[src/design/bpa_pkg.sv]
`timescale 1ns / 1ps
// ----------------------------------------------------------------------------
// bpa_pkg
// Shared types, constants and helpers of the bitmap page allocator.
// ----------------------------------------------------------------------------
package bpa_pkg;

   localparam int ADDR_W             = 22;
   localparam int MAP_WORD_W         = 32;
   localparam int BIT_SEL_W          = 5;
   localparam int DEFAULT_PAGE_COUNT = 1024;
   localparam int DEFAULT_PAGE_BYTES = 4096;

   localparam logic OP_ALLOC = 1'b0;
   localparam logic OP_FREE  = 1'b1;

   localparam logic [1:0] STATUS_DONE      = 2'd0;
   localparam logic [1:0] STATUS_NO_FREE   = 2'd1;
   localparam logic [1:0] STATUS_OUT_RANGE = 2'd2;

   typedef struct packed {
      logic              op;
      logic [ADDR_W-1:0] free_addr;
   } req_type;

   typedef struct packed {
      logic [ADDR_W-1:0] result_addr;
      logic [1:0]        status;
   } rsp_type;

   // Returns {found, position} of the lowest clear bit of a map word.
   function automatic logic [BIT_SEL_W:0] first_zero(input logic [MAP_WORD_W-1:0] w);
      logic [BIT_SEL_W-1:0] pos;
      pos = '0;
      for (int i = MAP_WORD_W - 1; i >= 0; i--) begin
         if (!w[i]) begin
            pos = BIT_SEL_W'(i);
         end
      end
      return {~(&w), pos};
   endfunction

endpackage

[src/design/bpa_map_ram.sv]
`timescale 1ns / 1ps
// ----------------------------------------------------------------------------
// bpa_map_ram
// Used-bit map storage: one write port, one read port, registered read data.
// ----------------------------------------------------------------------------
module bpa_map_ram
   import bpa_pkg::*;
#(
   parameter int DEPTH  = DEFAULT_PAGE_COUNT / MAP_WORD_W,
   parameter int ADDR_B = (DEPTH > 1) ? $clog2(DEPTH) : 1
) (
   input  logic                  clock,
   input  logic                  wr_en,
   input  logic [ADDR_B-1:0]     wr_addr,
   input  logic [MAP_WORD_W-1:0] wr_data,
   input  logic                  rd_en,
   input  logic [ADDR_B-1:0]     rd_addr,
   output logic [MAP_WORD_W-1:0] rd_data
);

   logic [MAP_WORD_W-1:0] mem [DEPTH];
   logic [MAP_WORD_W-1:0] rd_data_ff;

   always_ff @(posedge clock) begin
      if (wr_en) begin
         mem[wr_addr] <= wr_data;
      end
      if (rd_en) begin
         rd_data_ff <= mem[rd_addr];
      end
   end

   assign rd_data = rd_data_ff;

endmodule

[src/design/bpa_divider.sv]
`timescale 1ns / 1ps
// ----------------------------------------------------------------------------
// bpa_divider
// Division of a byte address by the page size through a fixed reciprocal.
// ----------------------------------------------------------------------------
module bpa_divider
   import bpa_pkg::*;
#(
   parameter int PAGE_BYTES = DEFAULT_PAGE_BYTES
) (
   input  logic              clock,
   input  logic              reset,
   input  logic              start,
   input  logic [ADDR_W-1:0] dividend,
   output logic              done,
   output logic [ADDR_W-1:0] quotient
);

   localparam int SHIFT_B = $clog2(PAGE_BYTES);
   localparam int FRAC_W  = ADDR_W + SHIFT_B;
   localparam int RECIP_W = ADDR_W + 1;
   localparam int PROD_W  = ADDR_W + RECIP_W;
   localparam longint RECIP_L =
      ((longint'(1) << FRAC_W) + longint'(PAGE_BYTES) - 1) / longint'(PAGE_BYTES);
   localparam logic [RECIP_W-1:0] RECIP = RECIP_W'(RECIP_L);

   logic              done_ff, done_in;
   logic [PROD_W-1:0] prod_ff, prod_in;

   // The reciprocal is rounded up, which keeps the truncated quotient exact
   // for every address that fits in the field.
   always_comb begin
      done_in = start;
      prod_in = prod_ff;
      if (start) begin
         prod_in = PROD_W'(dividend) * PROD_W'(RECIP);
      end
   end

   always_ff @(posedge clock) begin
      if (reset) begin
         done_ff <= 1'b0;
      end else begin
         done_ff <= done_in;
      end
      prod_ff <= prod_in;
   end

   assign done     = done_ff;
   assign quotient = ADDR_W'(prod_ff >> FRAC_W);

endmodule

[src/design/bitmap_page_allocator.sv]
`timescale 1ns / 1ps
// ----------------------------------------------------------------------------
// bitmap_page_allocator
// Physical page frame allocator over a used-bit map held in a RAM.
// ----------------------------------------------------------------------------
// After reset the block sweeps the map RAM to zero, one 32-bit word per cycle
// (PAGE_COUNT/32 words, rounded up), and takes no request meanwhile. A request
// is then handled alone. An allocate scans the map one word per cycle through
// the RAM read port and stops at the first word that holds a free page, so it
// is done sooner when a free page sits low in the map. A free turns the
// address into a page index with one multiply by the reciprocal of the page
// size, then does a read-modify-write of one map word, unless the page lies
// beyond the map. The result sits in an output register, so a new request is
// taken while it waits to be collected.
module bitmap_page_allocator
   import bpa_pkg::*;
#(
   parameter int PAGE_COUNT = DEFAULT_PAGE_COUNT,
   parameter int PAGE_BYTES = DEFAULT_PAGE_BYTES
) (
   input  logic    clock,
   input  logic    reset,
   input  logic    req_valid,
   output logic    req_ready,
   input  req_type req_data,
   output logic    rsp_valid,
   input  logic    rsp_ready,
   output rsp_type rsp_data
);

   localparam int MAP_WORDS = (PAGE_COUNT + MAP_WORD_W - 1) / MAP_WORD_W;
   localparam int WORD_AW   = (MAP_WORDS > 1) ? $clog2(MAP_WORDS) : 1;
   localparam int IDX_W     = WORD_AW + BIT_SEL_W;
   localparam int PROD_W    = IDX_W + $clog2(PAGE_BYTES) + 1;
   localparam int CMP_W     = ADDR_W + 1;
   localparam int LAST_BITS = PAGE_COUNT - MAP_WORD_W * (MAP_WORDS - 1);

   localparam logic [WORD_AW-1:0]    LAST_WORD = WORD_AW'(MAP_WORDS - 1);
   localparam logic [MAP_WORD_W-1:0] LAST_PAD  =
      MAP_WORD_W'(~((64'd1 << LAST_BITS) - 64'd1));
   localparam logic [PROD_W-1:0]     PB_C      = PROD_W'(PAGE_BYTES);
   localparam logic [CMP_W-1:0]      PC_C      = CMP_W'(PAGE_COUNT);

   localparam logic [2:0] ST_CLEAR = 3'd0;
   localparam logic [2:0] ST_IDLE  = 3'd1;
   localparam logic [2:0] ST_SCAN  = 3'd2;
   localparam logic [2:0] ST_MUL   = 3'd3;
   localparam logic [2:0] ST_DIV   = 3'd4;
   localparam logic [2:0] ST_FREE  = 3'd5;
   localparam logic [2:0] ST_RESP  = 3'd6;

   logic [2:0]            state_ff, state_in;
   logic [WORD_AW-1:0]    word_ff, word_in;
   logic [IDX_W-1:0]      idx_ff, idx_in;
   logic [ADDR_W-1:0]     res_addr_ff, res_addr_in;
   logic [1:0]            res_status_ff, res_status_in;
   logic                  rsp_valid_ff, rsp_valid_in;
   rsp_type               rsp_data_ff, rsp_data_in;

   logic                  ram_we, ram_re;
   logic [WORD_AW-1:0]    ram_waddr, ram_raddr;
   logic [MAP_WORD_W-1:0] ram_wdata, ram_rdata;

   logic                  div_start, div_done;
   logic [ADDR_W-1:0]     div_quot;

   logic [MAP_WORD_W-1:0] scan_word;
   logic [BIT_SEL_W:0]    zero_hit;
   logic [PROD_W-1:0]     product;

   bpa_map_ram #(
      .DEPTH  (MAP_WORDS),
      .ADDR_B (WORD_AW)
   ) u_map (
      .clock   (clock),
      .wr_en   (ram_we),
      .wr_addr (ram_waddr),
      .wr_data (ram_wdata),
      .rd_en   (ram_re),
      .rd_addr (ram_raddr),
      .rd_data (ram_rdata)
   );

   bpa_divider #(
      .PAGE_BYTES (PAGE_BYTES)
   ) u_div (
      .clock    (clock),
      .reset    (reset),
      .start    (div_start),
      .dividend (req_data.free_addr),
      .done     (div_done),
      .quotient (div_quot)
   );

   // Pad bits past the last page in the final word look used to the scan.
   assign scan_word = ram_rdata | ((word_ff == LAST_WORD) ? LAST_PAD : '0);
   assign zero_hit  = first_zero(scan_word);
   assign product   = PROD_W'(idx_ff) * PB_C;

   assign req_ready = (state_ff == ST_IDLE);

   always_comb begin
      state_in      = state_ff;
      word_in       = word_ff;
      idx_in        = idx_ff;
      res_addr_in   = res_addr_ff;
      res_status_in = res_status_ff;
      rsp_valid_in  = rsp_valid_ff & ~rsp_ready;
      rsp_data_in   = rsp_data_ff;
      ram_we        = 1'b0;
      ram_waddr     = word_ff;
      ram_wdata     = '0;
      ram_re        = 1'b0;
      ram_raddr     = word_ff;
      div_start     = 1'b0;

      case (state_ff)
         ST_CLEAR: begin
            ram_we = 1'b1;
            if (word_ff == LAST_WORD) begin
               state_in = ST_IDLE;
            end else begin
               word_in = word_ff + 1'b1;
            end
         end
         ST_IDLE: begin
            if (req_valid) begin
               if (req_data.op == OP_ALLOC) begin
                  ram_re    = 1'b1;
                  ram_raddr = '0;
                  word_in   = '0;
                  state_in  = ST_SCAN;
               end else begin
                  div_start = 1'b1;
                  state_in  = ST_DIV;
               end
            end
         end
         ST_SCAN: begin
            if (zero_hit[BIT_SEL_W]) begin
               ram_we    = 1'b1;
               ram_wdata = ram_rdata | (MAP_WORD_W'(1) << zero_hit[BIT_SEL_W-1:0]);
               idx_in    = {word_ff, zero_hit[BIT_SEL_W-1:0]};
               state_in  = ST_MUL;
            end else if (word_ff == LAST_WORD) begin
               res_addr_in   = '0;
               res_status_in = STATUS_NO_FREE;
               state_in      = ST_RESP;
            end else begin
               ram_re    = 1'b1;
               ram_raddr = word_ff + 1'b1;
               word_in   = word_ff + 1'b1;
            end
         end
         ST_MUL: begin
            res_addr_in   = ADDR_W'(product);
            res_status_in = STATUS_DONE;
            state_in      = ST_RESP;
         end
         ST_DIV: begin
            if (div_done) begin
               if (CMP_W'(div_quot) >= PC_C) begin
                  res_addr_in   = '0;
                  res_status_in = STATUS_OUT_RANGE;
                  state_in      = ST_RESP;
               end else begin
                  idx_in    = div_quot[IDX_W-1:0];
                  ram_re    = 1'b1;
                  ram_raddr = div_quot[IDX_W-1:BIT_SEL_W];
                  state_in  = ST_FREE;
               end
            end
         end
         ST_FREE: begin
            ram_we        = 1'b1;
            ram_waddr     = idx_ff[IDX_W-1:BIT_SEL_W];
            ram_wdata     = ram_rdata & ~(MAP_WORD_W'(1) << idx_ff[BIT_SEL_W-1:0]);
            res_addr_in   = '0;
            res_status_in = STATUS_DONE;
            state_in      = ST_RESP;
         end
         ST_RESP: begin
            if (!rsp_valid_ff || rsp_ready) begin
               rsp_valid_in            = 1'b1;
               rsp_data_in.result_addr = res_addr_ff;
               rsp_data_in.status      = res_status_ff;
               state_in                = ST_IDLE;
            end
         end
         default: begin
            state_in = ST_IDLE;
         end
      endcase
   end

   always_ff @(posedge clock) begin
      if (reset) begin
         state_ff     <= ST_CLEAR;
         word_ff      <= '0;
         rsp_valid_ff <= 1'b0;
      end else begin
         state_ff     <= state_in;
         word_ff      <= word_in;
         rsp_valid_ff <= rsp_valid_in;
      end
      idx_ff        <= idx_in;
      res_addr_ff   <= res_addr_in;
      res_status_ff <= res_status_in;
      rsp_data_ff   <= rsp_data_in;
   end

   assign rsp_valid = rsp_valid_ff;
   assign rsp_data  = rsp_data_ff;

   // An accepted request always moves the sequencer out of idle.
   a_accept_leaves_idle: assert property (@(posedge clock) disable iff (reset)
      (req_valid && req_ready) |=> (state_ff != ST_IDLE))
      else $error("sequencer stayed idle after accepting a request");

   // A free only touches the map for a page inside it.
   a_free_in_range: assert property (@(posedge clock) disable iff (reset)
      (state_ff == ST_FREE) |-> (CMP_W'(idx_ff) < PC_C))
      else $error("free write to a page outside the map");

   // No request and no result while the map is being cleared.
   a_clear_quiet: assert property (@(posedge clock) disable iff (reset)
      (state_ff == ST_CLEAR) |-> (!req_ready && !rsp_valid))
      else $error("handshake active during the clearing pass");

   // A result is loaded only from the response state.
   a_rsp_from_resp: assert property (@(posedge clock) disable iff (reset)
      $rose(rsp_valid) |-> ($past(state_ff) == ST_RESP))
      else $error("result loaded outside the response state");

endmodule
[config.mk]
export PLATFORM = sky130hd
export DESIGN_NAME = bitmap_page_allocator
export DESIGN_NICKNAME = d
export VERILOG_FILES = /design/src/design/bpa_pkg.sv /design/src/design/bpa_map_ram.sv /design/src/design/bpa_divider.sv /design/src/design/bitmap_page_allocator.sv
export SDC_FILE = /design/constraint.sdc
export NUM_CORES = 1
export LEC_CHECK = 0
export BUFFER_PORTS_ARGS = -buffer_cell sky130_fd_sc_hd__buf_4
export CORE_MARGIN = 10
export CORE_UTILIZATION = 45
export CTS_BUF_LIST = sky130_fd_sc_hd__clkbuf_4
export CTS_CLUSTER_SIZE = 30
export DETAILED_ROUTE_END_ITERATION = 10
export PLACE_DENSITY = 0.69
export SLEW_MARGIN = 20
export SYNTH_ARGS = -nofsm -noshare
export SYNTH_HDL_FRONTEND = slang
export SYNTH_SLANG_ARGS = --single-unit
[constraint.sdc]
create_clock -name clock -period 4.65 [get_ports clock]
set_input_delay 0.93 -clock clock [delete_from_list [all_inputs] [get_ports clock]]
set_output_delay 0.93 -clock clock [all_outputs]
set_load 0.02 [all_outputs]
* Yosys cells after proc, flatten, opt, wreduce, memory -nomap -nowiden
Memory sizes are Yosys's and may differ from the RTL's. A register that Yosys moved wholly into a read port is not among the register bits. Cells that the tools add are included.
Operators by class: order comparisons 1, reductions and logical operators 15, add/subtract/negate cells 1, shifts and indexed selects 2, eq/ne operators 17, multiplexer cells 82, bitwise operators 5
Operator list (number):
- 5-bit two-way mux | 39
- 22-bit two-way mux | 4
- 22-bit one-hot mux with 4 select lines | 1
- 32-bit one-hot mux with 2 select lines | 1
- 1-bit by 5-bit << shifter with 32-bit output, first input constant | 2
- 32-bit bitwise AND | 1
- 32-bit two-way mux | 1
- 32-bit NOT | 1
- 32-bit bitwise OR | 1
- 32-bit AND reduction | 1
- 10-bit two-way mux | 3
- 5-bit one-hot mux with 3 select lines | 2
- 3-bit two-way mux | 7
- 10-bit one-hot mux with 2 select lines | 1
- 3-bit one-hot mux with 6 select lines | 1
- 2-bit inequality test, second input constant | 8
- 5-bit AND reduction | 3
- 1-bit two-way mux | 14
- 10-bit by 11-bit greater-or-equal comparator with 1-bit output, second input constant | 1
- 2-bit two-way mux | 5
- 3-bit equality test, second input constant | 3
- 3-bit by 2-bit equality test with 1-bit output, second input constant | 2
- 2-bit one-hot mux with 3 select lines | 1
- 3-bit nonzero test | 2
- other kinds (17) | 18
Word-level totals: RAM bits 1024, memories kept 1, input port bits 27, output and inout port bits 26, bits in registers 90
Memories:
- u_map.mem | depth 32, width 32, read ports 1, clocked after Yosys merged registers in 1, wr ports 1, line bpa_map_ram.sv:21 | logic [MAP_WORD_W-1:0] mem [DEPTH];

* Logic depth before layout (Yosys ltp)
depth in word-level cells 36, mapped depth 14, gate-level depth less buffers 9

* By module
Synthesis repeated with hierarchy kept, for this count alone.
Unflattened totals: cells, all modules 2744, area total of the unflattened synthesis 44884.3 µm²
Modules (own cells, without submodules):
- bpa_map_ram | times used 1, sequential area each 31710.4 µm², area an instance 40812.9 µm², cells each 2260
- bitmap_page_allocator | times used 1, sequential area each 1201.2 µm², area an instance 3643.5 µm², cells each 459
- bpa_divider | times used 1, sequential area each 320.3 µm², area an instance 427.9 µm², cells each 25

* Worst setup path before layout
No wires, ideal clock.
path type flip-flop to flip-flop, start register u_map.rd_data_ff[30] (netlist: u_map.rd_data[30]) (read register of u_map.mem), end memory u_map.mem[0][20], data pin, stages on the path, launching flop included 9, library setup time 0.454 ns, clock period less this slack 3.707 ns, slack 0.943 ns, data arrival time 3.253 ns, path through edfxtp_1 nand2_1 a311oi_1 o211ai_1 a311oi_1 o21ai_0 o2bb2ai_1 or4b_2 o21ai_0
Between the ends: cells in the longest elaborated chain, start to end 35, elaborated cells between the ends (all ways) 36, classes of those cells shift: 1; mux: 33; bitwise: 1; reduce/logical: 1
RTL lines:
- start: declaration | line bpa_map_ram.sv:22 | logic [MAP_WORD_W-1:0] rd_data_ff;
- 5-bit two-way mux (31 in series) | line bpa_pkg.sv:36 | if (!w[i]) begin
- 1-bit by 5-bit << shifter with 32-bit output | line bitmap_page_allocator.sv:142 | ram_wdata = ram_rdata | (MAP_WORD_W'(1) << zero_hit[BIT_SEL_W-1:0]);
- 32-bit bitwise OR | line bitmap_page_allocator.sv:142
- 32-bit two-way mux (*) | line bitmap_page_allocator.sv:140 | if (zero_hit[BIT_SEL_W]) begin
- 32-bit one-hot mux with 2 select lines (*) | line bitmap_page_allocator.sv:117 | case (state_ff)
- net ram_wdata[20] | line bitmap_page_allocator.sv:62 | logic [MAP_WORD_W-1:0] ram_wdata, ram_rdata;
- end: declaration | line bpa_map_ram.sv:21
The timed path passes the listed nets; every way through them passes the cells marked *.

* Worst setup path after layout
start register state_ff[1], end register u_map.rd_data_ff[28] (netlist: u_map.rd_data[28]) (read register of u_map.mem), data pin
Between the ends: cells in the longest elaborated chain, start to end 2, elaborated cells between the ends (all ways) 5, classes of those cells eq/ne: 3; mux: 2
RTL lines:
- start: declaration | line bitmap_page_allocator.sv:52 | logic [2:0] state_ff, state_in;
- start signal: assignment | line bitmap_page_allocator.sv:202 | state_ff <= state_in;
- 3-bit equality test (tied with other cells) | line bitmap_page_allocator.sv:117
- 5-bit one-hot mux with 3 select lines / 1-bit one-hot mux with 3 select lines (equally long branches) | line bitmap_page_allocator.sv:117
Parallel ways exist; a longest one is shown, timed or not. A chain may end at the register's enable or synchronous reset.

==> flow_metrics.py <==
metrics = {
    "drt": {
        "vias": 29315,
        "dr.pass1.iters": 6,
        "drc_errors": 0,
        "drtAntennaViolNets": 0,
        "vias_per_cell": 5.97,
        "drt_iter0_drc": 3607,
        "drt-wirelength-per-cell_um": 24.0,
        "drt_wl_total_um": 118000,
    },
    "synthesis": {
        "yosys-top-cells-count": "1100 x edfxtp_1, 816 x nand2_1, 311 x a21oi_1, 194 x a32oi_1, 118 x clkbuf_1",
        "synth_xor_area_share_pct": 0.0593,
        "synth_area_um2": 44300,
        "yosysWarningCount": 0,
        "yosysMostFrequentCell": "edfxtp_1",
        "synth_cell_type_count": 64,
        "synth_compound_area_share_pct": 12.6,
        "ys_seq_elements": 1110,
        "synth_ff_type": "edfxtp_1",
        "synth-simple-area-share_pct": 9.56,
        "avgSynthCellArea_um2": 13.8,
        "synth_top_family_by_area": "compound AO/OA/AOI/OAI gates",
        "synthCells": 3215,
        "synth.area.mux_share_pct": 0.121,
        "yosysSeqAreaShare_pct": 74.9,
        "synthArstFlopShare_pct": 0,
        "synth_edf_count": 1100,
        "post_synth_fa_ha_maj_area_fraction_pct": 0.0282,
        "synth.top_cell.area_share_pct": 74.5,
        "synth_area_leaders": "edfxtp_1 74%, nand2_1 6.9%, a32oi_1 3.8%",
        "yosys.area.top_type": "edfxtp_1",
    },
    "sta": {
        "fin_hold_ws_ns": 0.122,
        "fin_setup_tns_ns": 0,
        "finalHoldViolCount": 0,
        "worst_pin_slew_ns": 1.05,
        "setup-violations-final": 0,
        "slew-limit-headroom_pct": 29.9,
        "maxSlewViolCount": 0,
        "rsz0062_at_grt": "no",
        "fin_crit_sh_pct": 92.9,
        "fin_crit_ns": 4.32,
        "finClkSkew_ns": 0.123,
        "max_freq_mhz": 231,
    },
    "final_layout": {
        "multiInputGateArea_um2": 10400,
        "area_growth_syn_to_layout_pct": 14.1,
        "layout-drive-gt1-share_pct": 19.0,
        "fin_util_pct": 51.6,
        "regArea_um2": 33200,
        "fill_cells": 8140,
        "nets": 3495,
    },
    "cts": {
        "post_cts_buffers": 0,
        "cts_max_level": 5,
        "cts_tree": "built",
        "ctsResizeCount": 0,
        "clk_latency_ns": 1.17,
        "clk_path_buf_depth": 4,
        "cts-buffers-inserted": 291,
        "clk_pin_slew_ns": 0.06,
        "cts.sinks": 1110,
        "clockRootBuffer": "clkbuf_4",
    },
    "critical_path": {
        "worstPathRequired_ns": 5.60,
        "cp-start-kind": "flip-flop",
        "worstPathMaxFanout": 29,
        "reg2reg_depth": 10,
        "critPathCaptureType": "flip-flop",
        "worstPathArrival_ns": 5.27,
        "r2r-end": "u_map.rd_data[28]$_DFFE_PP_",
        "reg2reg_slack_ns": 0.33,
        "crit_type": "flip-flop to flip-flop",
        "reg2reg_from": "state_ff[1]$_SDFFE_PP0P_",
    },
    "die": {
        "die_area_um2": 111000,
        "ios": 53,
        "die_w_um": 334,
        "die_h_um": 334,
        "design.core.area_um2": 98100,
        "initial_core_util_pct": 45.2,
        "rows": 115,
    },
    "global_routing": {
        "antenna_found_initial": 2,
        "grt_pass1_wl_um": 175000,
        "grt_overflow": 0,
        "grt_util_all_layers_pct": 20.7,
        "grt_max_degree": 92,
        "grt_pass1_vias": 28083,
    },
    "placed_design": {
        "hpwl_um": 66200,
        "port-buffer-count": 28,
        "gp_congestion": 0.943,
    },
    "run": {
        "cap_violations": 0,
    },
    "worst_hold_path": {
        "holdPathStages": 3,
        "min_to": "u_div.done$_SDFF_PP0_",
        "hp-class": "input pin to flip-flop",
        "hold_path_startpoint": "req_valid",
    },
    "pwr": {
        "leakage_nw": 15.8,
        "power_w": 0.0203,
        "power_density_nw_per_um2": 402,
        "vdd_ir_drop_max_mv": 0.190,
    },
    "outcome": {
        "status": "completed",
    },
}
==> cell usage in the layout (no fill, tap or decap), types with 32 or more instances in the layout <==
| cell type | instances |
|---|---|
| nor2_4 | 32 |
| a22o_1 | 33 |
| clkbuf_4 | 397 |
| a21oi_1 | 298 |
| buf_12 | 46 |
| a32oi_1 | 194 |
| a32o_1 | 64 |
| edfxtp_1 | 1100 |
| buf_4 | 136 |
| o21ai_0 | 33 |
| nand2_1 | 816 |
| o22ai_1 | 110 |
| clkinv_1 | 36 |
==> worst max path at each step <==
stage / startpoint / end / slack (ns) / cells past startpoint
finish: state_ff[1]$_SDFFE_PP0P_ / u_map.rd_data[28]$_DFFE_PP_ / 0.33 / 10
global route: state_ff[1]$_SDFFE_PP0P_ / u_map.rd_data[28]$_DFFE_PP_ / 0.21 / 10
CTS: state_ff[1]$_SDFFE_PP0P_ / u_map.rd_data[28]$_DFFE_PP_ / 0.40 / 10
detailed placement: state_ff[1]$_SDFFE_PP0P_ / u_map.rd_data[28]$_DFFE_PP_ / 0.47 / 10
global placement: state_ff[1]$_SDFFE_PP0P_ / u_map.rd_data[28]$_DFFE_PP_ / 0.56 / 10
floorplan: u_map.rd_data[30]$_DFFE_PP_ / u_map.mem[0][20]$_DFFE_PP_ / 0.94 / 8
==> area by class of cell <==
type / count / share of cell area [%]
Antenna cell: 3 / 0.0148
Clock buffer: 397 / 5.89
Clock inverter: 48 / 0.522
Inverter: 23 / 0.171
Multi-Input combinational cell: 1847 / 20.5
Sequential cell: 1110 / 65.7
Tap cell: 1287 / 3.18
Timing Repair Buffer: 194 / 4.11
==> critical path: stages (launching register included) <==
cell and delay [ns]:
dfxtp_1 0.74, or3b_2 0.66, a211oi_1 0.47, or4_4 0.35, buf_12 0.23, buf_4 0.35
nand2_1 0.10, a32oi_1 0.24, o22ai_1 0.15, nor4_1 0.59, buf_4 0.23
==> cells by family (layout without fill, tap and decap cells) <==
family / count (synthesis) / count (layout)
compound gates: 818 / 818
mux: 5 / 5
buf+inv: 269 / 662
xor+xnor: 3 / 3
simple gates: 1008 / 1008
other cells: 1 / 15
flops: 1110 / 1110
fa+ha+maj: 1 / 1
==> sequential cells by signal (all words and copies together) (netlist names) <==
signal and flops:
rsp_data 12, idx_ff 10, res_status_ff 2, res_addr_ff 10, u_map.mem 1024, rsp_valid 1
u_div.done 1, word_ff 5, u_map.rd_data 32, u_div.prod_ff 10, state_ff 3
==> metrics by stage <==
stage / cells / setup WS (ns) / instance area [µm²]
finish: 4909 / 0.329 / 50600
CTS: 4905 / 0.397 / 50600
floorplan: 3226 / 0.943 / 44400
global placement: 4449 / 0.561 / 47200
global route: 4909 / 0.208 / 50600
detailed placement: 4449 / 0.471 / 47200
==> where the power goes <==
group / internal, W / switching (W)
Combinational: 0.000585 / 0.00103
Clock: 0.00406 / 0.00365
Sequential: 0.0110 / 0.0000296
==> what timing repair did <==
item,CTS,global route
setup endpoints to repair,0,0
hold buffers,11,0
endpoints found under the hold margin,18,0
==> per-layer routing <==
| metal | GRT usage [%] | share of wire, % |
|---|---|---|
| met5 | 0 | 0 |
| met3 | 5.46 | 9.9 |
| met4 | 9.59 | 3.7 |
| met2 | 31.8 | 46 |
| met1 | 27.5 | 40 |
Power figures use the tool's default switching activity.
